**src/rtl/stc_pkg.sv**
```systemverilog
`default_nettype none

package stc_pkg;

    // Sample format and channel layout.
    localparam int SAMPLE_BITS = 10;
    localparam int NUM_CH      = 8;
    localparam int NUM_BOARDS  = 4;
    localparam int BOARD_IDX_W = 2;

    // Calibration points are signed 16-bit values.
    localparam int CAL_W   = 16;
    localparam int SPAN_W  = CAL_W + 1;
    // Magnitude of sample * span, and the signed product.
    localparam int PROD_W  = SAMPLE_BITS + CAL_W;
    localparam int PRODS_W = PROD_W + 1;
    localparam int PROD_FULL_W = SAMPLE_BITS + 1 + SPAN_W;

    // Division by the ADC full scale as a reciprocal multiply plus one correction.
    localparam longint unsigned FULL_SCALE = (64'd1 << SAMPLE_BITS) - 64'd1;
    localparam longint unsigned RECIP      = (64'd1 << PROD_W) / FULL_SCALE;
    localparam int RECIP_W = PROD_W - SAMPLE_BITS + 1;
    localparam int QUO_W   = CAL_W + 1;
    localparam logic [RECIP_W-1:0] RECIP_V = RECIP[RECIP_W-1:0];
    localparam logic [PROD_W:0]    FS_WIDE = FULL_SCALE[PROD_W:0];

    // Board sums and their differences.
    localparam int SUM_W   = CAL_W + 1;
    localparam int MDIFF_W = SUM_W + 1;

    // Stream payload widths.
    localparam int IN_W  = ((NUM_CH * SAMPLE_BITS + 7) / 8) * 8;
    localparam int OUT_W = 32;

    // Motor pulse widths in microseconds.
    localparam int PULSE_W = 11;
    localparam logic [PULSE_W-1:0] PULSE_STOP = 11'd1000;
    localparam logic [PULSE_W-1:0] PULSE_RUN  = 11'd1500;

    // Configuration port.
    localparam int MARGIN_W   = 8;
    localparam int CFG_DATA_W = 64;
    localparam int CFG_ADDR_W = 6;
    localparam int REG_IDX_W  = 3;
    localparam logic [MARGIN_W-1:0] STOP_MARGIN_RST  = 8'd5;
    localparam logic [MARGIN_W-1:0] START_MARGIN_RST = 8'd30;

    typedef enum logic [REG_IDX_W-1:0] {
        REG_BOARD_CAL_0  = 3'd0,
        REG_BOARD_CAL_1  = 3'd1,
        REG_BOARD_CAL_2  = 3'd2,
        REG_BOARD_CAL_3  = 3'd3,
        REG_STOP_MARGIN  = 3'd4,
        REG_START_MARGIN = 3'd5
    } reg_idx_t;

    // Stage enables for the mapping lanes.
    typedef struct packed {
        logic en1;
        logic en2;
        logic en3;
    } lane_ctl_t;

    // Stage enables for the board selection and the motor update strobe.
    typedef struct packed {
        logic en4;
        logic en5;
        logic en6;
        logic upd;
    } sel_ctl_t;

    // One result beat.
    typedef struct packed {
        logic                   turn_right;
        logic [BOARD_IDX_W-1:0] brightest_board;
        logic                   right_running;
        logic                   left_running;
        logic [PULSE_W-1:0]     right_pulse_us;
        logic [PULSE_W-1:0]     left_pulse_us;
    } result_t;

endpackage

`default_nettype wire

```
**src/rtl/stc_map_lane.sv**
```systemverilog
`default_nettype none

module stc_map_lane
    import stc_pkg::*;
(
    input  wire  logic                    clk,
    input  wire  lane_ctl_t               ctl,
    input  wire  logic [SAMPLE_BITS-1:0]  sample,
    input  wire  logic signed [CAL_W-1:0] cal_min,
    input  wire  logic signed [CAL_W-1:0] cal_max,
    output logic signed [CAL_W-1:0]       value
);

    // Stage 1: sample times calibration span.
    logic signed [SPAN_W-1:0]      span;
    logic signed [PROD_FULL_W-1:0] prod_full;
    logic signed [PRODS_W-1:0]     prod_next;
    logic signed [PRODS_W-1:0]     prod_reg;
    logic signed [CAL_W-1:0]       lo1_reg;

    assign span      = $signed({cal_max[CAL_W-1], cal_max}) - $signed({cal_min[CAL_W-1], cal_min});
    assign prod_full = $signed({1'b0, sample}) * span;
    assign prod_next = prod_full[PRODS_W-1:0];

    always_ff @(posedge clk)
    begin
        if (ctl.en1)
        begin
            prod_reg <= prod_next;
            lo1_reg  <= cal_min;
        end
    end

    // Stage 2: magnitude and reciprocal estimate of the quotient.
    logic                         neg_next;
    logic signed [PRODS_W-1:0]    mag_s;
    logic [PROD_W-1:0]            mag_next;
    logic [PROD_W+RECIP_W-1:0]    est_full;
    logic [QUO_W-1:0]             quo_next;
    logic                         neg_reg;
    logic [PROD_W-1:0]            mag_reg;
    logic [QUO_W-1:0]             quo_reg;
    logic signed [CAL_W-1:0]      lo2_reg;

    assign neg_next = prod_reg[PRODS_W-1];
    assign mag_s    = neg_next ? -prod_reg : prod_reg;
    assign mag_next = mag_s[PROD_W-1:0];
    assign est_full = mag_next * RECIP_V;
    assign quo_next = est_full[PROD_W +: QUO_W];

    always_ff @(posedge clk)
    begin
        if (ctl.en2)
        begin
            neg_reg <= neg_next;
            mag_reg <= mag_next;
            quo_reg <= quo_next;
            lo2_reg <= lo1_reg;
        end
    end

    // Stage 3: correct the estimate by one, restore the sign and add the offset.
    logic [QUO_W+SAMPLE_BITS-1:0] quo_fs;
    logic [PROD_W:0]              rem;
    logic [QUO_W-1:0]             quo_fix;
    logic signed [QUO_W:0]        quo_signed;
    logic signed [CAL_W+1:0]      val_full;
    logic signed [CAL_W-1:0]      value_next;
    logic signed [CAL_W-1:0]      value_reg;

    assign quo_fs     = {quo_reg, {SAMPLE_BITS{1'b0}}} - {{SAMPLE_BITS{1'b0}}, quo_reg};
    assign rem        = {1'b0, mag_reg} - quo_fs[PROD_W:0];
    assign quo_fix    = quo_reg + {{(QUO_W-1){1'b0}}, (rem >= FS_WIDE)};
    assign quo_signed = neg_reg ? -$signed({1'b0, quo_fix}) : $signed({1'b0, quo_fix});
    assign val_full   = $signed({{2{lo2_reg[CAL_W-1]}}, lo2_reg}) + quo_signed;
    assign value_next = val_full[CAL_W-1:0];

    always_ff @(posedge clk)
    begin
        if (ctl.en3)
        begin
            value_reg <= value_next;
        end
    end

    assign value = value_reg;

endmodule

`default_nettype wire

```
**config.mk**
```make
export PLATFORM = sky130hd
export DESIGN_NAME = stc_map_lane
export DESIGN_NICKNAME = d
export VERILOG_FILES = /design/src/rtl/stc_pkg.sv /design/src/rtl/stc_map_lane.sv
export SDC_FILE = /design/constraint.sdc
export NUM_CORES = 1
export LEC_CHECK = 0
export BUFFER_PORTS_ARGS = -buffer_cell sky130_fd_sc_hd__buf_2
export CAP_MARGIN = 40
export CORE_ASPECT_RATIO = 0.75
export CORE_MARGIN = 4
export CORE_UTILIZATION = 57
export CTS_CLUSTER_SIZE = 30
export DETAILED_ROUTE_END_ITERATION = 16
export MAX_ROUTING_LAYER = met4
export PLACE_DENSITY = 0.77
export RECOVER_POWER = 100
export SLEW_MARGIN = 0
export SYNTH_ARGS = -nofsm -noshare
export SYNTH_HDL_FRONTEND = slang
export SYNTH_SLANG_ARGS = --single-unit
```
**constraint.sdc**
```tcl
create_clock -name clk -period 7.9 [get_ports clk]
set_clock_uncertainty 0.2 [all_clocks]
set_input_delay 0.395 -clock clk [delete_from_list [all_inputs] [get_ports clk]]
set_output_delay 0.395 -clock clk [all_outputs]
set_load 0.05 [all_outputs]
```
Yosys cells after proc, flatten, opt, wreduce, memory -nomap -nowiden

Index checks and enable logic that the tools add are counted.

Multiply operators: 2
Magnitude comparators: 1
Add/subtract/negate cells: 7
Mux-type cells: 2

Operator list:

| operator               | count |
|---|---|
| $mul 26x11->37 const B | 1 |
| $ge 27x10->1 const B   | 1 |
| $mul 11x17->27         | 1 |
| $sub 26x27->27         | 1 |
| $sub 27x17->27         | 1 |
| $mux 26                | 1 |
| $neg 26->26            | 1 |
| $sub 16x16->17         | 1 |
| $add 16x1->16          | 1 |
| $add 16x16->16         | 1 |
| $mux 16                | 1 |
| $neg 16->16            | 1 |

Input port bits: 46
Register bits: 119
Output and inout bits: 16

Longest topological paths before layout

Gate-level depths: netlist of the first run.

Word-level depth: 7
Depth in mapped cells: 32

Worst setup path before layout of the first run

No wires, ideal clock.

Kind: in2reg
Start point: input port cal_max[0]
End point: register prod_reg[25], data pin
Data required time: 7438 ps
Arrival: 7396 ps
Setup slack: 42 ps
Stages: 31
Path through: inv_1 ha_1 inv_1 fa_1 a21o_1 a21oi_1 o21bai_1 a21oi_1 o21bai_1 a311oi_1 nor3_1 o41ai_1 clkbuf_1 and2_1 fa_1 inv_1 fa_1 fa_1 fa_1 inv_1 fa_1 ha_1 clkbuf_1 a21o_1 a21oi_1 nor2b_1 nor2_1 o21a_1 a31oi_1 mux2i_1 nand3_1

Longest elaborated chain between the ends: 2

Ends and longest elaborated chain:

| what                 | RTL line           | text |
|---|---|---|
| from (decl)          | stc_map_lane.sv:10 | `input wire logic signed [CAL_W-1:0] cal_max,` |
| $sub 16x16->17       | stc_map_lane.sv:21 | `assign span = $signed({cal_max[CAL_W-1], cal_max}) - $signed({cal_min[CAL_W-1], cal_min});` |
| $mul 11x17->27       | stc_map_lane.sv:22 | `assign prod_full = $signed({1'b0, sample}) * span;` |
| via prod_full[25]    | stc_map_lane.sv:16 | `logic signed [PROD_FULL_W-1:0] prod_full;` |
| to (signal assigned) | stc_map_lane.sv:29 | `prod_reg <= prod_next;` |
| to (decl)            | stc_map_lane.sv:18 | `logic signed [PRODS_W-1:0] prod_reg;` |

The timed path passes the listed nets, and every way through them passes these cells.
A chain may end at the register's enable or synchronous reset.

Final worst setup path of the first run

Start point: input port cal_min[1]
End point: register prod_reg[24], data pin

Longest elaborated chain between the ends: 2

Ends and longest elaborated chain:

| what              | RTL line           | text |
|---|---|---|
| from (decl)       | stc_map_lane.sv:9  | `input wire logic signed [CAL_W-1:0] cal_min,` |
| $sub 16x16->17    | stc_map_lane.sv:21 |  |
| $mul 11x17->27    | stc_map_lane.sv:22 |  |
| via prod_full[24] | stc_map_lane.sv:16 |  |

The timed path passes the listed nets, and every way through them passes these cells.

==> results of run 1 <==
## synthesized netlist by cell type (all sizes together) (11+ instances only)
cell	count	area (µm²)
a21o	19	143
a21oi	59	295
a311oi	13	114
a31oi	14	87.6
and2	85	532
and3	13	81.3
clkbuf	46	173
edfxtp	119	3570
fa	159	3180
ha	186	2330
inv	266	998
nand2	144	541
nand2b	19	119
nand3	46	230
nand4	12	75.1
nor2	56	210
nor2b	29	181
nor3	35	175
nor4	16	100
o211ai	21	158
o21a	11	82.6
o21ai	43	215
or3	11	68.8
xnor2	102	893
xor2	25	219
## layout make-up
cell class,count,share of cell area
clock buffers,20,0.0248
multi-input cells,1227,0.636
clock inverters,12,0.0103
repair buffers,127,0.0442
inverters,266,0.0567
well taps,351,0.0249
flip-flops and latches,119,0.203
## timing repair
item                                   4_1_cts  5_1_grt
setup endpoints to repair                    0       16
hold buffers                                16        0
buffers inserted                             0        9
gates resized for setup                      0       52
endpoints found under the hold margin       16        0
## routing by layer
layer,share of wire,global-route usage,wire length (µm)
met1,0.44,0.371,17400
met2,0.45,0.398,17800
met3,0.098,0.0637,3910
met4,0.018,0.0740,728
met5,0,-,0
## path summary, 6_finish.rpt
kind | from | end | slack (ns) | depth (start not counted)
setup / recovery | cal_min[1] | prod_reg[24] | 0.22 | 30
hold / removal | ctl[2] | prod_reg[26] | 0.19 | 1
setup reg to reg | quo_reg[7] | value[14] | 0.31 | 29
hold reg to reg | lo1_reg[15] | lo2_reg[15] | 0.21 | 0
## stage by stage
step	area [µm²]	utilization	setup WS, ns
after CTS	17400	0.642	0.00677
after detailed placement	16600	0.613	-0.0564
final	17600	0.650	0.221
after global placement	16500	0.611	0.133
after floorplan	15700	-	0.0419
after global routing	17600	0.650	-0.127
## kinds of logic after synthesis
kind of cell	share of synthesized area
compound gates	0.109
xor+xnor	0.0708
fa+ha+maj	0.351
buf+inv	0.0748
flops	0.227
mux	0.00518
simple gates	0.162
## critical path, delay by kind of cell
kind / cells / cell delay (ns)
adder cells (fa/ha/maj): 7 / 3.26
buffers and inverters: 6 / 0.87
AND/OR/NAND/NOR: 6 / 0.89
AO/OA/AOI/OAI: 10 / 1.96
XOR/XNOR: 1 / 0.26
==> run summary, run 1 <==
### Critical path
* 7.89 ns — worst endpoint required time
* sky130_fd_sc_hd__fa_1 — most used cell, CP
* 8 — CP Max Fanout
* input port to flip-flop — start-to-end type of the worst setup path
* sky130_fd_sc_hd__dlygate4sd3_1 — Critical-path top delay cell
* 0.53 ns — critical path's largest stage delay
* 7.67 ns — critical path arrival
* input port — nature of the critical path startpoint
* flip-flop — sort of element at the end of the critical path

### Logic synthesis
* 62 — count of different cell masters after synthesis
* 2050 — total nets after synthesis
* 9.47 µm² — Avg Inst Size Synth
* 0 — asr flop ratio synth
* sky130_fd_sc_hd__edfxtp_1 — top flip-flop cell by instance count after synthesis
* 0 — number of warnings printed during yosys synthesis
* 119 — #FFs+latches synth
* 0.227 — sequential area share after synthesis
* 1659 — number of cells produced by synthesis
* 15700 µm² — area of the mapped netlist
* 119 — number of enable-type register cells in the synthesized netlist

### Clocking
* 0.44 ns — clock latency reported for the late side of the worst-skew pair
* 2 — maximum clock insertion buffer count
* sky130_fd_sc_hd__clkbuf_16 — cell at the root of the clock tree
* 0.06 ns — clock edge transition at the registers on the reported setup and hold paths
* yes — clock tree from TritonCTS
* 119 — number of sinks driven by the clock tree
* 17 — number of buffers created by CTS
* 4 — htree depth

### Placement
* 2063 — number of placed instances with taps included
* 30900 µm — sum of net half-perimeters after detailed placement
* 0.932 — gpl congestion
* 61 — count of input and output buffers

### Cells and area
* sky130_fd_sc_hd__inv_1 — most frequent standard cell in the layout excluding fill and tap cells
* sky130_fd_sc_hd__inv_1 (265), sky130_fd_sc_hd__ha_1 (182), sky130_fd_sc_hd__fa_1 (157) — leading cell types in the layout, fill and taps excluded
* 0.0864 — share of cells above drive strength 1
* 2112 — number of fill cells in the layout
* 27 — number of flip-flops in the largest register
* 11200 µm² — Multi-input gate area
* 3570 µm² — register area
* 0 — number of diodes
* 12.1% — area overhead of the layout relative to synthesis
* 2122 — non-filler instance count after layout
* 2149 — net count of the finished layout

### Global routing
* 61 — largest net degree at the start of global routing
* 62100 µm — wire length of the first global-routing pass
* 0 — gr ovfl total
* 0 — number of antenna violations at the first check in global routing
* 0.268 — total routing resource utilization after global routing
* 12200 — vias in the first global route

### STA
* 0.972 — portion of the clock cycle consumed by the worst path in the final layout
* true — RSZ-0062 raised after global routing
* 0 ns — total negative slack for setup checks
* -1.25 — Slew headroom
* 0.192 ns — Post-Route Hold Slack
* 99 — fin. max-slew vios
* 0 — number of setup violations in the final report
* 0.130 GHz — highest clock frequency the design can meet
* 7.68 ns — final critical-path required period
* 0 — number of hold-slack violations in the final timing report
* 3.38 ns — worst slew pin tran

### Worst hold path
* input port to flip-flop — worst hold path type

### Detailed routing
* 1072 — Initial DRC Count
* 7 — drt pass-1 iters
* 0 — Final ANT Viol Nets
* 5.91 — mean number of vias per cell
* 12500 — overall via count from detail_route
* 39800 µm — Final Routed Wirelength
* 18.8 µm — routed len/inst
* 0 — DRC violation count after routing

### Floorplanning
* 62 — I/O pins
* 0.580 — Starting Density
* 52 — standard-cell rows
* 30300 µm² — area enclosed by the die boundary
* 27100 µm² — core area
* 152 µm — Die Ht
* 200 µm — die span in x

### Job
* 2 — # Max-Cap Violations

### Status
* max-capacitance violations, max-slew violations — failing checks
* finished with violations — status

Power of run 1 is left out: the tool's default activity adds up to more than one toggle a clock period on the data nets, which glitch-free logic cannot reach.
==> run 2: changes to the inputs <==
--- a/config.mk
+++ b/config.mk
@@ -9,11 +9,10 @@
 export CAP_MARGIN = 40
 export CORE_ASPECT_RATIO = 0.75
 export CORE_MARGIN = 4
-export CORE_UTILIZATION = 57
+export CORE_UTILIZATION = 40
 export CTS_CLUSTER_SIZE = 30
 export DETAILED_ROUTE_END_ITERATION = 16
 export MAX_ROUTING_LAYER = met4
-export PLACE_DENSITY = 0.77
 export RECOVER_POWER = 100
 export SLEW_MARGIN = 0
 export SYNTH_ARGS = -nofsm -noshare
==> run 2 against run 1 <==
The run still ends with max-capacitance violations, max-slew violations left. Die area increased by 40%. Register-to-register slack about the same. Critical path type is now flip-flop to flip-flop. Maximum frequency increased by 1.0%.
==> run summary, run 2 (synthesized netlist as in run 1, its figures left out) <==
### Floorplanning
* 62 — I/O pins, unchanged
* 38600 µm² — core area, +42%
* 0.407 — Starting Density, -0.173
* 237 µm — die span in x, +19%
* 180 µm — Die Ht, +18%
* 42500 µm² — area enclosed by the die boundary, +40%
* 62 — standard-cell rows, +19%

### Cells and area
* 0.0859 — share of cells above drive strength 1, -0.000533
* 17800 µm² — post-route cell area, +1.1%
* 2160 — net count of the finished layout, +0.51%
* sky130_fd_sc_hd__inv_1 — most frequent standard cell in the layout excluding fill and tap cells
* 27 — number of flip-flops in the largest register, unchanged
* 2294 — non-filler instance count after layout, +8.1%
* 3646 — number of fill cells in the layout, +73%
* 0.462 — post-layout util, -0.189
* sky130_fd_sc_hd__inv_1 (265), sky130_fd_sc_hd__ha_1 (184), sky130_fd_sc_hd__fa_1 (158) — leading cell types in the layout, fill and taps excluded
* 0 — number of diodes, unchanged
* 13.3% — area overhead of the layout relative to synthesis

### Detailed routing
* 0 — Final ANT Viol Nets, unchanged
* 5 — drt pass-1 iters, -2
* 5.33 — mean number of vias per cell, -9.8%
* 0 — DRC violation count after routing, unchanged
* 38400 µm — Final Routed Wirelength, -3.7%
* 833 — Initial DRC Count, -22%
* 16.7 µm — routed len/inst, -11%
* 12200 — overall via count from detail_route, -2.5%

### Critical path
* sky130_fd_sc_hd__or4_1 — Critical-path top delay cell
* quo_reg[7] — worst setup path start
* 7.85 ns — worst endpoint required time, -0.04 ns
* 7.55 ns — critical path arrival, -0.12 ns
* quo_reg[7] — worst flop-to-flop path startpoint
* sky130_fd_sc_hd__ha_1 — most used cell, CP
* 0.54 ns — critical path's largest stage delay, about the same
* 3 — CP Max Fanout, -5
* flip-flop — sort of element at the end of the critical path
* flip-flop — nature of the critical path startpoint
* flip-flop to flip-flop — start-to-end type of the worst setup path

### Global routing
* 0.278 — met1 Usage GRT, -0.0932
* met1 — most crowded layer after global routing
* 0 — gr ovfl total, unchanged
* 61 — largest net degree at the start of global routing, unchanged
* 0.0256 — met3 track utilization from global routing, -0.0381
* 0.269 — GR met2 Demand/Resource, -0.130
* 0.185 — total routing resource utilization after global routing, -0.0823
* 0 — number of antenna violations at the first check in global routing, unchanged
* 62600 µm — wire length of the first global-routing pass, +0.74%
* 11900 — vias in the first global route, -2.7%

### Clocking
* 2 — maximum clock insertion buffer count, unchanged
* yes — clock tree from TritonCTS
* 0.43 ns — clock latency reported for the late side of the worst-skew pair, about the same
* 17 — number of buffers created by CTS, unchanged
* 0.06 ns — clock edge transition at the registers on the reported setup and hold paths, about the same
* 4 — htree depth, unchanged
* sky130_fd_sc_hd__clkbuf_16 — cell at the root of the clock tree
* 119 — number of sinks driven by the clock tree, unchanged

### Placement
* 16900 µm² — area post-placement, +1.8%
* 31500 µm — sum of net half-perimeters after detailed placement, +2.0%
* 61 — count of input and output buffers, unchanged
* 2237 — number of placed instances with taps included, +8.4%
* 0.862 — gpl congestion, -7.5%

### STA
* 0 ns — total negative slack for setup checks, unchanged
* 0.132 GHz — highest clock frequency the design can meet, +1.0%
* 3.39 ns — worst slew pin tran, +0.00983 ns
* 7.60 ns — final critical-path required period, -0.0776 ns
* 0 — number of hold-slack violations in the final timing report, unchanged
* 0.962 — portion of the clock cycle consumed by the worst path in the final layout, -0.00982
* 0 — number of setup violations in the final report, unchanged
* -1.26 — Slew headroom, -0.00655
* true — RSZ-0062 raised after global routing
* 99 — fin. max-slew vios, unchanged

### Worst hold path
* lo1_reg[8] — worst hold path startpoint
* flip-flop to flip-flop — worst hold path type

### Status
* finished with violations — status
* max-capacitance violations, max-slew violations — failing checks

### Job
* 2 — # Max-Cap Violations, unchanged

run 2: per-layer routing:
| metal | share of wire | up-vias |
|---|---|---|
| met4 | 0.012 | 0 |
| met1 | 0.49 | 6016 |
| met2 | 0.44 | 327 |
| met5 | 0 | - |
| li1 | - | 5849 |
| met3 | 0.059 | 36 |
run 2: final timing paths:
check / to / slack (ns) / cells after the start
worst max-delay path: value[12] / 0.30 / 30
worst min-delay path: lo2_reg[8] / 0.22 / 0
worst max register to register: value[12] / 0.30 / 30
worst min register to register: lo2_reg[8] / 0.22 / 0
run 2: metrics by stage:
| stage | hold WS, ns | worst slack, ns |
|---|---|---|
| finish | 0.218 | 0.299 |
| global route | 0.223 | -0.113 |
| CTS | 0.131 | 0.101 |
| detailed placement | 0.207 | -0.106 |
| global placement | 0.204 | 0.0240 |
| floorplan | 0.200 | 0.0419 |
run 2: final cells by class:
class,count,area (µm²),share of cell area
multi-input cells,1227,11100,0.624
flip-flops and latches,119,3570,0.201
inverters,266,998,0.0561
repair buffers,138,862,0.0484
well taps,512,641,0.0360
clock buffers,18,429,0.0241
clock inverters,14,181,0.0102
run 2: timing repair:
action	4_1_cts	5_1_grt
hold buffers	16	0
endpoints found under the setup margin	0	14
setup buffers	0	8
hold endpoints to repair	16	0
resized for setup	0	33
run 2: critical path, delay by kind of cell (launching register included):
family	cells	cell delay [ns]
compound gates	15	3.33
xor+xnor	1	0.16
fa+ha+maj	6	1.75
buf+inv	4	0.37
flops	1	0.39
simple gates	4	1.10
Power of run 2 is left out for the same reason.
