File: src/rtl/stc_pkg.sv
`default_nettype none

package stc_pkg;

    // Sample format and channel layout.
    localparam int SAMPLE_BITS = 10;
    localparam int NUM_CH      = 8;
    localparam int NUM_BOARDS  = 4;
    localparam int BOARD_IDX_W = 2;

    // Calibration points are signed 16-bit values.
    localparam int CAL_W   = 16;
    localparam int SPAN_W  = CAL_W + 1;
    // Magnitude of sample * span, and the signed product.
    localparam int PROD_W  = SAMPLE_BITS + CAL_W;
    localparam int PRODS_W = PROD_W + 1;
    localparam int PROD_FULL_W = SAMPLE_BITS + 1 + SPAN_W;

    // Division by the ADC full scale as a reciprocal multiply plus one correction.
    localparam longint unsigned FULL_SCALE = (64'd1 << SAMPLE_BITS) - 64'd1;
    localparam longint unsigned RECIP      = (64'd1 << PROD_W) / FULL_SCALE;
    localparam int RECIP_W = PROD_W - SAMPLE_BITS + 1;
    localparam int QUO_W   = CAL_W + 1;
    localparam logic [RECIP_W-1:0] RECIP_V = RECIP[RECIP_W-1:0];
    localparam logic [PROD_W:0]    FS_WIDE = FULL_SCALE[PROD_W:0];

    // Board sums and their differences.
    localparam int SUM_W   = CAL_W + 1;
    localparam int MDIFF_W = SUM_W + 1;

    // Stream payload widths.
    localparam int IN_W  = ((NUM_CH * SAMPLE_BITS + 7) / 8) * 8;
    localparam int OUT_W = 32;

    // Motor pulse widths in microseconds.
    localparam int PULSE_W = 11;
    localparam logic [PULSE_W-1:0] PULSE_STOP = 11'd1000;
    localparam logic [PULSE_W-1:0] PULSE_RUN  = 11'd1500;

    // Configuration port.
    localparam int MARGIN_W   = 8;
    localparam int CFG_DATA_W = 64;
    localparam int CFG_ADDR_W = 6;
    localparam int REG_IDX_W  = 3;
    localparam logic [MARGIN_W-1:0] STOP_MARGIN_RST  = 8'd5;
    localparam logic [MARGIN_W-1:0] START_MARGIN_RST = 8'd30;

    typedef enum logic [REG_IDX_W-1:0] {
        REG_BOARD_CAL_0  = 3'd0,
        REG_BOARD_CAL_1  = 3'd1,
        REG_BOARD_CAL_2  = 3'd2,
        REG_BOARD_CAL_3  = 3'd3,
        REG_STOP_MARGIN  = 3'd4,
        REG_START_MARGIN = 3'd5
    } reg_idx_t;

    // Stage enables for the mapping lanes.
    typedef struct packed {
        logic en1;
        logic en2;
        logic en3;
    } lane_ctl_t;

    // Stage enables for the board selection and the motor update strobe.
    typedef struct packed {
        logic en4;
        logic en5;
        logic en6;
        logic upd;
    } sel_ctl_t;

    // One result beat.
    typedef struct packed {
        logic                   turn_right;
        logic [BOARD_IDX_W-1:0] brightest_board;
        logic                   right_running;
        logic                   left_running;
        logic [PULSE_W-1:0]     right_pulse_us;
        logic [PULSE_W-1:0]     left_pulse_us;
    } result_t;

endpackage

`default_nettype wire

File: src/rtl/stc_board_select.sv
`default_nettype none

module stc_board_select
    import stc_pkg::*;
(
    input  wire  logic                    clk,
    input  wire  logic                    rst_n,
    input  wire  sel_ctl_t                ctl,
    input  wire  logic signed [CAL_W-1:0] values [NUM_CH],
    input  wire  logic [MARGIN_W-1:0]     stop_margin,
    input  wire  logic [MARGIN_W-1:0]     start_margin,
    output result_t                       result
);

    // Stage 4: pair the lane values into board sums.
    logic signed [SUM_W-1:0] sum_reg [NUM_BOARDS];

    always_ff @(posedge clk)
    begin
        if (ctl.en4)
        begin
            for (int b = 0; b < NUM_BOARDS; b++)
            begin
                sum_reg[b] <= $signed({values[2*b][CAL_W-1], values[2*b]})
                            + $signed({values[2*b+1][CAL_W-1], values[2*b+1]});
            end
        end
    end

    // Stage 5: brightest board by truncated half sum, later board wins ties.
    logic signed [SUM_W-1:0]   adj  [NUM_BOARDS];
    logic signed [SUM_W-1:0]   half [NUM_BOARDS];
    logic signed [SUM_W-1:0]   best;
    logic [BOARD_IDX_W-1:0]    m_next;
    logic [BOARD_IDX_W-1:0]    li;
    logic [BOARD_IDX_W-1:0]    ri;
    logic                      right_next;
    logic signed [MDIFF_W-1:0] diff_next;
    logic [BOARD_IDX_W-1:0]    m_reg;
    logic                      right_reg;
    logic signed [MDIFF_W-1:0] diff_reg;

    always_comb
    begin
        for (int b = 0; b < NUM_BOARDS; b++)
        begin
            adj[b]  = $signed(sum_reg[b] + {{(SUM_W-1){1'b0}}, sum_reg[b][SUM_W-1]});
            half[b] = adj[b] >>> 1;
        end
        best   = half[0];
        m_next = '0;
        for (int b = 1; b < NUM_BOARDS; b++)
        begin
            if (half[b] >= best)
            begin
                best   = half[b];
                m_next = BOARD_IDX_W'(b);
            end
        end
    end

    assign li         = m_next - 2'd1;
    assign ri         = m_next + 2'd1;
    assign right_next = sum_reg[ri] >= sum_reg[li];
    assign diff_next  = $signed({sum_reg[m_next][SUM_W-1], sum_reg[m_next]})
                      - (right_next ? $signed({sum_reg[ri][SUM_W-1], sum_reg[ri]})
                                    : $signed({sum_reg[li][SUM_W-1], sum_reg[li]}));

    always_ff @(posedge clk)
    begin
        if (ctl.en5)
        begin
            m_reg     <= m_next;
            right_reg <= right_next;
            diff_reg  <= diff_next;
        end
    end

    // Stage 6: hysteresis on the chosen motor, the other one is forced off.
    logic signed [MDIFF_W-1:0] stop_lim;
    logic signed [MDIFF_W-1:0] start_lim;
    logic                      active_on;
    logic                      active_next;
    logic                      left_on_reg;
    logic                      right_on_reg;
    logic [BOARD_IDX_W-1:0]    m_out_reg;
    logic                      turn_out_reg;

    assign stop_lim  = $signed({{(MDIFF_W-MARGIN_W-1){1'b0}}, stop_margin, 1'b0});
    assign start_lim = $signed({{(MDIFF_W-MARGIN_W-1){1'b0}}, start_margin, 1'b0});
    assign active_on = right_reg ? right_on_reg : left_on_reg;

    always_comb
    begin
        if (active_on)
        begin
            active_next = !(diff_reg < stop_lim);
        end
        else
        begin
            active_next = diff_reg > start_lim;
        end
    end

    always_ff @(posedge clk or negedge rst_n)
    begin
        if (!rst_n)
        begin
            left_on_reg  <= 1'b0;
            right_on_reg <= 1'b0;
        end
        else if (ctl.upd)
        begin
            left_on_reg  <= right_reg ? 1'b0 : active_next;
            right_on_reg <= right_reg ? active_next : 1'b0;
        end
    end

    always_ff @(posedge clk)
    begin
        if (ctl.en6)
        begin
            m_out_reg    <= m_reg;
            turn_out_reg <= right_reg;
        end
    end

    // Result beat.
    always_comb
    begin
        result.left_pulse_us   = left_on_reg ? PULSE_RUN : PULSE_STOP;
        result.right_pulse_us  = right_on_reg ? PULSE_RUN : PULSE_STOP;
        result.left_running    = left_on_reg;
        result.right_running   = right_on_reg;
        result.brightest_board = m_out_reg;
        result.turn_right      = turn_out_reg;
    end

endmodule

`default_nettype wire

File: config.mk
export PLATFORM = sky130hd
export DESIGN_NAME = stc_board_select
export DESIGN_NICKNAME = d
export VERILOG_FILES = /design/src/rtl/stc_pkg.sv /design/src/rtl/stc_board_select.sv
export SDC_FILE = /design/constraint.sdc
export NUM_CORES = 1
export LEC_CHECK = 0
export BUFFER_PORTS_ARGS = -buffer_cell sky130_fd_sc_hd__buf_2
export CORE_MARGIN = 5
export CORE_UTILIZATION = 30
export CTS_CLUSTER_SIZE = 12
export DETAILED_ROUTE_END_ITERATION = 16
export GPL_TIMING_DRIVEN = 0
export PLACE_DENSITY = 0.43
export SYNTH_ARGS = -nofsm -noshare
export SYNTH_HDL_FRONTEND = slang
export SYNTH_SLANG_ARGS = --single-unit
File: constraint.sdc
create_clock -name clk -period 15.03 [get_ports clk]
set_input_delay 0 -clock clk [delete_from_list [all_inputs] [get_ports clk]]
set_output_delay 0 -clock clk [all_outputs]
set_load 0.03 [all_outputs]
After elaboration in Yosys (flattened, before gate mapping)
Memories as Yosys holds them, arrays and structs flattened. Index checks and enable logic that the tools add are counted.

Flip-flop bits (word level): 26. Bits in writable memories: 68. Input port bits: 150. Output and inout port bits: 27. Word-level logic and storage cells: 40. Memories: 1.

Add/sub/neg operators: 11. Order comparisons: 6. Mux-type cells: 14. Reductions and logical operators: 1.

Memory list: sum_reg (depth 4, width 17, rd ports 7, clocked after memory_dff 0, write ports 4, line stc_board_select.sv:16) `logic signed [SUM_W-1:0] sum_reg [NUM_BOARDS];`.

Operators with widths (number): 16-bit by 16-bit adder with 17-bit output (4); 17-bit by 1-bit adder with 17-bit output (4); 16-bit by 17-bit greater-or-equal comparator with 1-bit output (2); 17-bit 2-to-1 mux (2); 11-bit 2-to-1 mux (2); 18-bit by 10-bit > comparator with 1-bit output (1); 18-bit by 10-bit < comparator with 1-bit output (1); 18-bit 2-to-1 mux (1); 17-bit by 18-bit subtractor with 18-bit output (1); 17-bit greater-or-equal comparator (1); 16-bit greater-or-equal comparator (1); 1-bit 2-to-1 mux (7); 2-bit 2-to-1 mux (2); 2-bit by 1-bit adder with 2-bit output, second input constant (1); 2-bit by 1-bit subtractor with 2-bit output, second input constant (1); 1-bit zero test (1).

Logic depth before layout (Yosys ltp)
Gate-level depths: netlist of the first run. An unclocked memory read counts as a cell.

Depth in word-level cells: 13. Depth in mapped cells: 67. Depth with buffers taken out: 60.

Least setup slack after synthesis of the first run
Ideal clock, no wire load.

Kind: register to register. Start point: memory sum_reg[1][16] in the netlist's numbering. End point: register diff_reg[16], data pin. Library setup time: 0.258 ns. Arrival time: 12.411 ns. Data required time: 14.772 ns. Slack: 2.361 ns. Cell stages (with the launch flop): 60. Path buffers: 6. Clock period less this slack: 12.669 ns. Cell sequence: edfxtp_1 > and2_1 > ha_1 > and4_1 > and4_4 > xor2_1 > ha_1 > nand4_1 > a211oi_1 > a211oi_1 > maj3_2 > o21ai_2 > mux2_4 > nor2_2 > buf_4 > o21ai_2 > ha_1 > and4_1 > [... 24 more ...] > o21ai_2 > inv_1 > o31ai_4 > o22a_1 > o211a_1 > ha_1 > inv_1 > fa_1 > a21o_1 > a21oi_1 > o21bai_1 > a21o_1 > a21oi_1 > o21ai_0 > o41ai_1 > o21ai_0 > a21oi_1 > xnor2_1.

RTL lines: start, declared (line stc_board_select.sv:16); end signal, assigned (line stc_board_select.sv:75) `diff_reg <= diff_next;`; end, declared (line stc_board_select.sv:41) `logic signed [MDIFF_W-1:0] diff_reg;`.

==> impl_metrics.ini, run 1 <==
[global_routing]
antenna_found_initial = 0
grt_pass1_vias = 10988
grt_usage_pct = 18.9
grt_overflow = 0
grt_max_degree = 69
grt_pass1_wl_um = 64400

[detailed_routing]
vias = 11191
viasPerCell = 5.18
avgRoutedWirePerCell_um = 19.7
postRouteAntennaNets = 0
drt_iter0_drc = 699
dr.pass1.iters = 5
drc = 0
drt-total-wl_um = 42500

[synthesis]
syn-cell-area_um2 = 11900
synth.area.top_cells = edfxtp_1, ha_1, nor2_1, xnor2_1, a21oi_1
synth_area_leader_cell = edfxtp_1
synthArstFlopShare_pct = 2.13
synthFlopType = edfxtp_1
synthXorXnorAreaFrac_pct = 9.17
synth_edf_count = 92
synth_top_area_share_pct = 23.1
synth_cell_types = 75
syn_area_per_cell_um2 = 8.37
ys.warnings.count = 0
yosys.area_share.simple_pct = 17.3
yosys.area_share.adder_pct = 18.0
ys_seq_area_share_pct = 23.6
synth_compound_area_share_pct = 22.6
synthMuxAreaShare_pct = 2.20
synth_cells = 1426
synth_top_family_by_area = compound AO/OA/AOI/OAI gates
ys_ff_latch = 94

[setup_path]
arrival_ns = 14.25
cp_slowest_stage_delay_ns = 0.54
cp_common_cell = ha_1
worstSetupPathType = reg -> reg
r2r_start = sum_reg[0][0]$_DFFE_PP_
critPathMaxFanout = 10
critPathLaunchType = flip-flop
crit_required_ns = 15.15
slowest_stage = edfxtp_1
cp-end-kind = flip-flop
crit_path_start = sum_reg[0][0]$_DFFE_PP_

[layout]
insertedDiodeCount = 0
drive_above_1_share_pct = 18.9
area_delta_synth_final_pct = 17.9
largest_reg_flops = 68
finalNetCount = 1949
fin_cells = 2161

[timing]
hold_violations = 0
hold-worst-slack_ns = 0.0884
finalSetupViolations = 0
setup_tns_ns = 0
drv_slew = 0
fmax_mhz = 70.8
clock_skew_ns = 0.00894
setup_ws_ns = 0.904
rsz0062_at_grt = no
finalCriticalPeriod_ns = 14.13
slew-limit-headroom_pct = 39.1
worst_pin_slew_ns = 0.914
fin_crit_sh_pct = 94.0

[clock_tree]
insertion_delay_ns = 0.37
cts_buffers = 9
cts_tree = done
root_buffer = clkbuf_16
clock-sinks = 94
cts.path.max_buffers = 2
cts_max_level = 3
clk_pin_slew_ns = 0.07

[job]
cap_violations = 0

[floorplan]
die_area_um2 = 43900
core_area_um2 = 39500
die_width_um = 209
io_pins = 177
die_h_um = 209
initial_core_util_pct = 30.2
rows = 73

[place]
place.gp.congestion = 0.976
place_ws_ns = -1.60
place_inst = 2125
dp_hpwl_um = 34000
port_buffers = 164

[hold_path]
holdCritStartpoint = values[62]
hp-class = in -> reg

[outcome]
status = finished clean
==> per-layer routing <==
metal | share of wire [%] | vias to the layer above | track usage, %
li1 | - | 5559 | -
met1 | 45 | 5158 | 25.3
met2 | 44 | 378 | 30.7
met3 | 5.6 | 96 | 2.63
met4 | 4.7 | 0 | 8.30
met5 | 0 | - | 0
==> Yosys cell counts (all sizes together) (46+ instances only) <==
library cell,number
nor2,189
ha,163
edfxtp,92
a21oi,86
inv,82
o21ai,81
xnor2,79
nand2,71
nand3,64
buf,51
clkbuf,50
a21o,46
xor2,46
==> logic make-up after synthesis <==
logic type | count (synthesis)
other | 2
buffers and inverters | 183
muxes | 24
and+or+nand+nor | 440
adders and majority gates | 169
DFF | 94
AOI/OAI and AO/OA | 389
xor gates and xnor gates | 125
==> critical path: cells and delay by family, from the launching register on <==
| kind | cells | cell delay (ns) |
|---|---|---|
| compound gates | 29 | 5.75 |
| fa+ha+maj | 8 | 2.39 |
| flops | 1 | 0.54 |
| xor+xnor | 2 | 0.29 |
| buf+inv | 7 | 1.59 |
| mux | 2 | 0.50 |
| simple gates | 14 | 2.76 |
==> cell type report <==
class,count,area (um2)
fillers,4163,25500
multi-input cells,1159,8380
flip-flops and latches,94,2810
repair buffers,187,1040
well taps,525,657
plain buffers,98,534
inverters,82,308
clock buffers,11,243
clock inverters,5,106
==> placed cells by master (no fill, tap or decap), drive strengths merged, types with 17 or more instances in the layout <==
cell | Yosys | routed
buf | 51 | 225
nor2 | 189 | 189
ha | 163 | 163
edfxtp | 92 | 92
a21oi | 86 | 86
inv | 82 | 83
o21ai | 81 | 81
xnor2 | 79 | 79
nand2 | 71 | 71
nand3 | 64 | 64
clkbuf | 50 | 59
a21o | 46 | 46
xor2 | 46 | 46
o22a | 34 | 34
a31oi | 23 | 23
nand4 | 22 | 22
o22ai | 20 | 20
nor2b | 19 | 19
mux2i | 19 | 19
o211ai | 19 | 19
a22oi | 17 | 17
nor3 | 17 | 17
==> final timing paths <==
path | endpoint | cells after the start | slack, ns
hold / removal | sum_reg[2][14]$_DFFE_PP_ | 3 | 0.09
min in group asynchronous | right_on_reg$_DFFE_PN0P_ | 3 | 0.48
hold reg to reg | m_out_reg[1]$_DFFE_PP_ | 0 | 0.42
setup / recovery | diff_reg[16]$_DFFE_PP_ | 62 | 0.90
setup reg to reg | diff_reg[16]$_DFFE_PP_ | 62 | 0.90
max in group asynchronous | left_on_reg$_DFFE_PN0P_ | 3 | 14.43
==> what timing repair did <==
item / 4_1_cts / 5_1_grt
hold buffers: 12 / 0
setup buffers: 5 / 6
endpoints found under the setup margin: 13 / 11
hold endpoints to repair: 11 / 0
pin swaps: 1 / 2
gates resized for setup: 11 / 16
==> stage by stage <==
step           utilization (%)  instance area [um2]
6_report                  35.6                14100
2_1_floorplan                -                12000
3_3_place_gp              34.0                13500
3_5_place_dp              34.0                13500
4_1_cts                   35.4                14000
5_1_grt                   35.6                14100
Power of run 1 is left out: the tool's default activity adds up to more than one toggle a clock period on the data nets, which glitch-free logic cannot reach.
==> run 2, diff against run 1 <==
--- a/config.mk
+++ b/config.mk
@@ -7,11 +7,13 @@
 export LEC_CHECK = 0
 export BUFFER_PORTS_ARGS = -buffer_cell sky130_fd_sc_hd__buf_2
 export CORE_MARGIN = 5
-export CORE_UTILIZATION = 30
+export CORE_UTILIZATION = 50
 export CTS_CLUSTER_SIZE = 12
 export DETAILED_ROUTE_END_ITERATION = 16
 export GPL_TIMING_DRIVEN = 0
-export PLACE_DENSITY = 0.43
+export PLACE_DENSITY = 0.67
+export RECOVER_POWER = 50
+export SKIP_CTS_REPAIR_TIMING = 1
 export SYNTH_ARGS = -nofsm -noshare
 export SYNTH_HDL_FRONTEND = slang
 export SYNTH_SLANG_ARGS = --single-unit
==> run 2 against run 1 <==
Net effect: sequential share of layout area increased by 0.63 points; sequential cell count unchanged; routed wire length is 12% lower; critical path depth decreased by 1; worst hold slack worse by 0.12 ns; the flow now finishes with violations (negative hold slack, max-capacitance violations, max-slew violations); die area decreased by 38%; critical path type unchanged.
==> impl_metrics.ini, run 2 (synthesized netlist as in run 1, its figures left out) <==
[outcome]
status = finished, violations left
violations = negative hold slack, max-capacitance violations, max-slew violations

[timing]
worst_pin_slew_ns = 3.55
hold_violations = 2
hold-worst-slack_ns = -0.0328
finalCriticalPeriod_ns = 14.26
fin_crit_sh_pct = 94.9
setup_ws_ns = 0.769
fmax_mhz = 70.1
finalSetupViolations = 0
drv_slew = 69
slew-limit-headroom_pct = -137
clock_skew_ns = 0.0108

[global_routing]
grt_pass1_wl_um = 57400
grt_pass1_vias = 10899
antenna_found_initial = 0
grt_max_degree = 69
grt_overflow = 0
grt_usage_pct = 27.4

[layout]
layout_commonest_cell = nor2_1
area_delta_synth_final_pct = 14.3
insertedDiodeCount = 0
finalNetCount = 1939
drive_above_1_share_pct = 17.7
final_cell_mix = nor2_1, buf_2, ha_1
largest_reg_flops = 68
fillerInstances = 2181

[detailed_routing]
drt-total-wl_um = 37400
postRouteAntennaNets = 0
viasPerCell = 5.78
vias = 11237
avgRoutedWirePerCell_um = 19.2
drt_iter0_drc = 955
drc = 0
dr.pass1.iters = 5

[job]
cap_violations = 1

[floorplan]
rows = 56
die_width_um = 165
initial_core_util_pct = 50.9
core_area_um2 = 23500
io_pins = 177
die_area_um2 = 27100
die_h_um = 165

[clock_tree]
cts_tree = done
clk_pin_slew_ns = 0.07
cts.path.max_buffers = 2
insertion_delay_ns = 0.36
cts_buffers = 9
root_buffer = clkbuf_16
cts_max_level = 3
clock-sinks = 94

[setup_path]
slowest_stage = edfxtp_1
r2r_slack_ns = 0.77
cp-end-kind = flip-flop
r2r_end = diff_reg[16]$_DFFE_PP_
arrival_ns = 14.37
crit_required_ns = 15.14
critPathLaunchType = flip-flop
cp_common_cell = ha_1
critPathMaxFanout = 10
worstSetupPathType = reg -> reg
rr_worst_depth = 61
cp_slowest_stage_delay_ns = 0.59
cp-endpoint = diff_reg[16]$_DFFE_PP_
r2r_start = sum_reg[0][16]$_DFFE_PP_
crit_path_start = sum_reg[0][16]$_DFFE_PP_

[place]
dp_hpwl_um = 29700
place.gp.congestion = 1.02
port_buffers = 164
place_ws_ns = -0.657

[hold_path]
hp-class = in -> reg
[run 2: cell types whose count changed in the layout (fill, tap and decap cells not counted), moves of 2 or more]
cell and delta:
buf_2 -5, buf_4 -10, bufinv_16 -3, clkbuf_1 +9, clkbuf_2 -2, clkinvlp_4 +2
[run 2: worst max-delay path, delay by kind of cell (launching register included)]
| family | cells | cell delay, ns |
|---|---|---|
| buffers and inverters | 7 | 1.68 |
| AO/OA/AOI/OAI | 31 | 6.47 |
| flip-flops | 1 | 0.59 |
| multiplexers | 1 | 0.41 |
| adder cells (fa/ha/maj) | 8 | 2.36 |
| XOR/XNOR | 2 | 0.31 |
| AND/OR/NAND/NOR | 12 | 2.11 |
[run 2: per-layer routing]
metal	global-route usage (%)	share of wire, %	vias to the layer above
li1	-	-	5549
met1	36.5	43	5104
met2	43.2	44	472
met3	5.47	8.8	112
met4	12.1	4.9	0
met5	0	0	-
[run 2: worst min-delay path by stage]
stage | endpoint | start | cells after the start | slack, ns
after CTS | left_on_reg$_DFFE_PN0P_ | rst_n | 1 | -0.60
final | left_on_reg$_DFFE_PN0P_ | ctl[0] | 3 | -0.03
after global placement | left_on_reg$_DFFE_PN0P_ | rst_n | 1 | -0.21
after floorplan | left_on_reg$_DFFE_PN0P_ | rst_n | 0 | -0.30
after global routing | left_on_reg$_DFFE_PN0P_ | ctl[0] | 3 | 0.007
after detailed placement | left_on_reg$_DFFE_PN0P_ | rst_n | 1 | -0.21
[run 2: per-stage QoR]
| stage | setup TNS, ns | cells | cell area [um2] | utilization [%] | hold WS, ns |
|---|---|---|---|---|---|
| after detailed placement | -1.54 | 1919 | 13200 | 56.2 | -0.209 |
| after CTS | -1.79 | 1935 | 13500 | 57.4 | -0.599 |
| after global placement | -1.73 | 1919 | 13200 | 56.2 | -0.213 |
| after floorplan | 0 | 1436 | 12000 | - | -0.296 |
| final | 0 | 1945 | 13700 | 58.2 | -0.0328 |
| after global routing | -0.0321 | 1945 | 13700 | 58.2 | 0.00722 |
[run 2: cell type report]
cell class	count	area (um2)	area share [%]
Clock buffer	10	229	1.68
Buffer	98	529	3.88
Timing Repair Buffer	177	950	6.96
Tap cell	319	399	2.92
Clock inverter	6	55.1	0.403
Multi-Input combinational cell	1159	8370	61.3
Inverter	82	308	2.25
Sequential cell	94	2810	20.6
Power of run 2 is left out for the same reason.
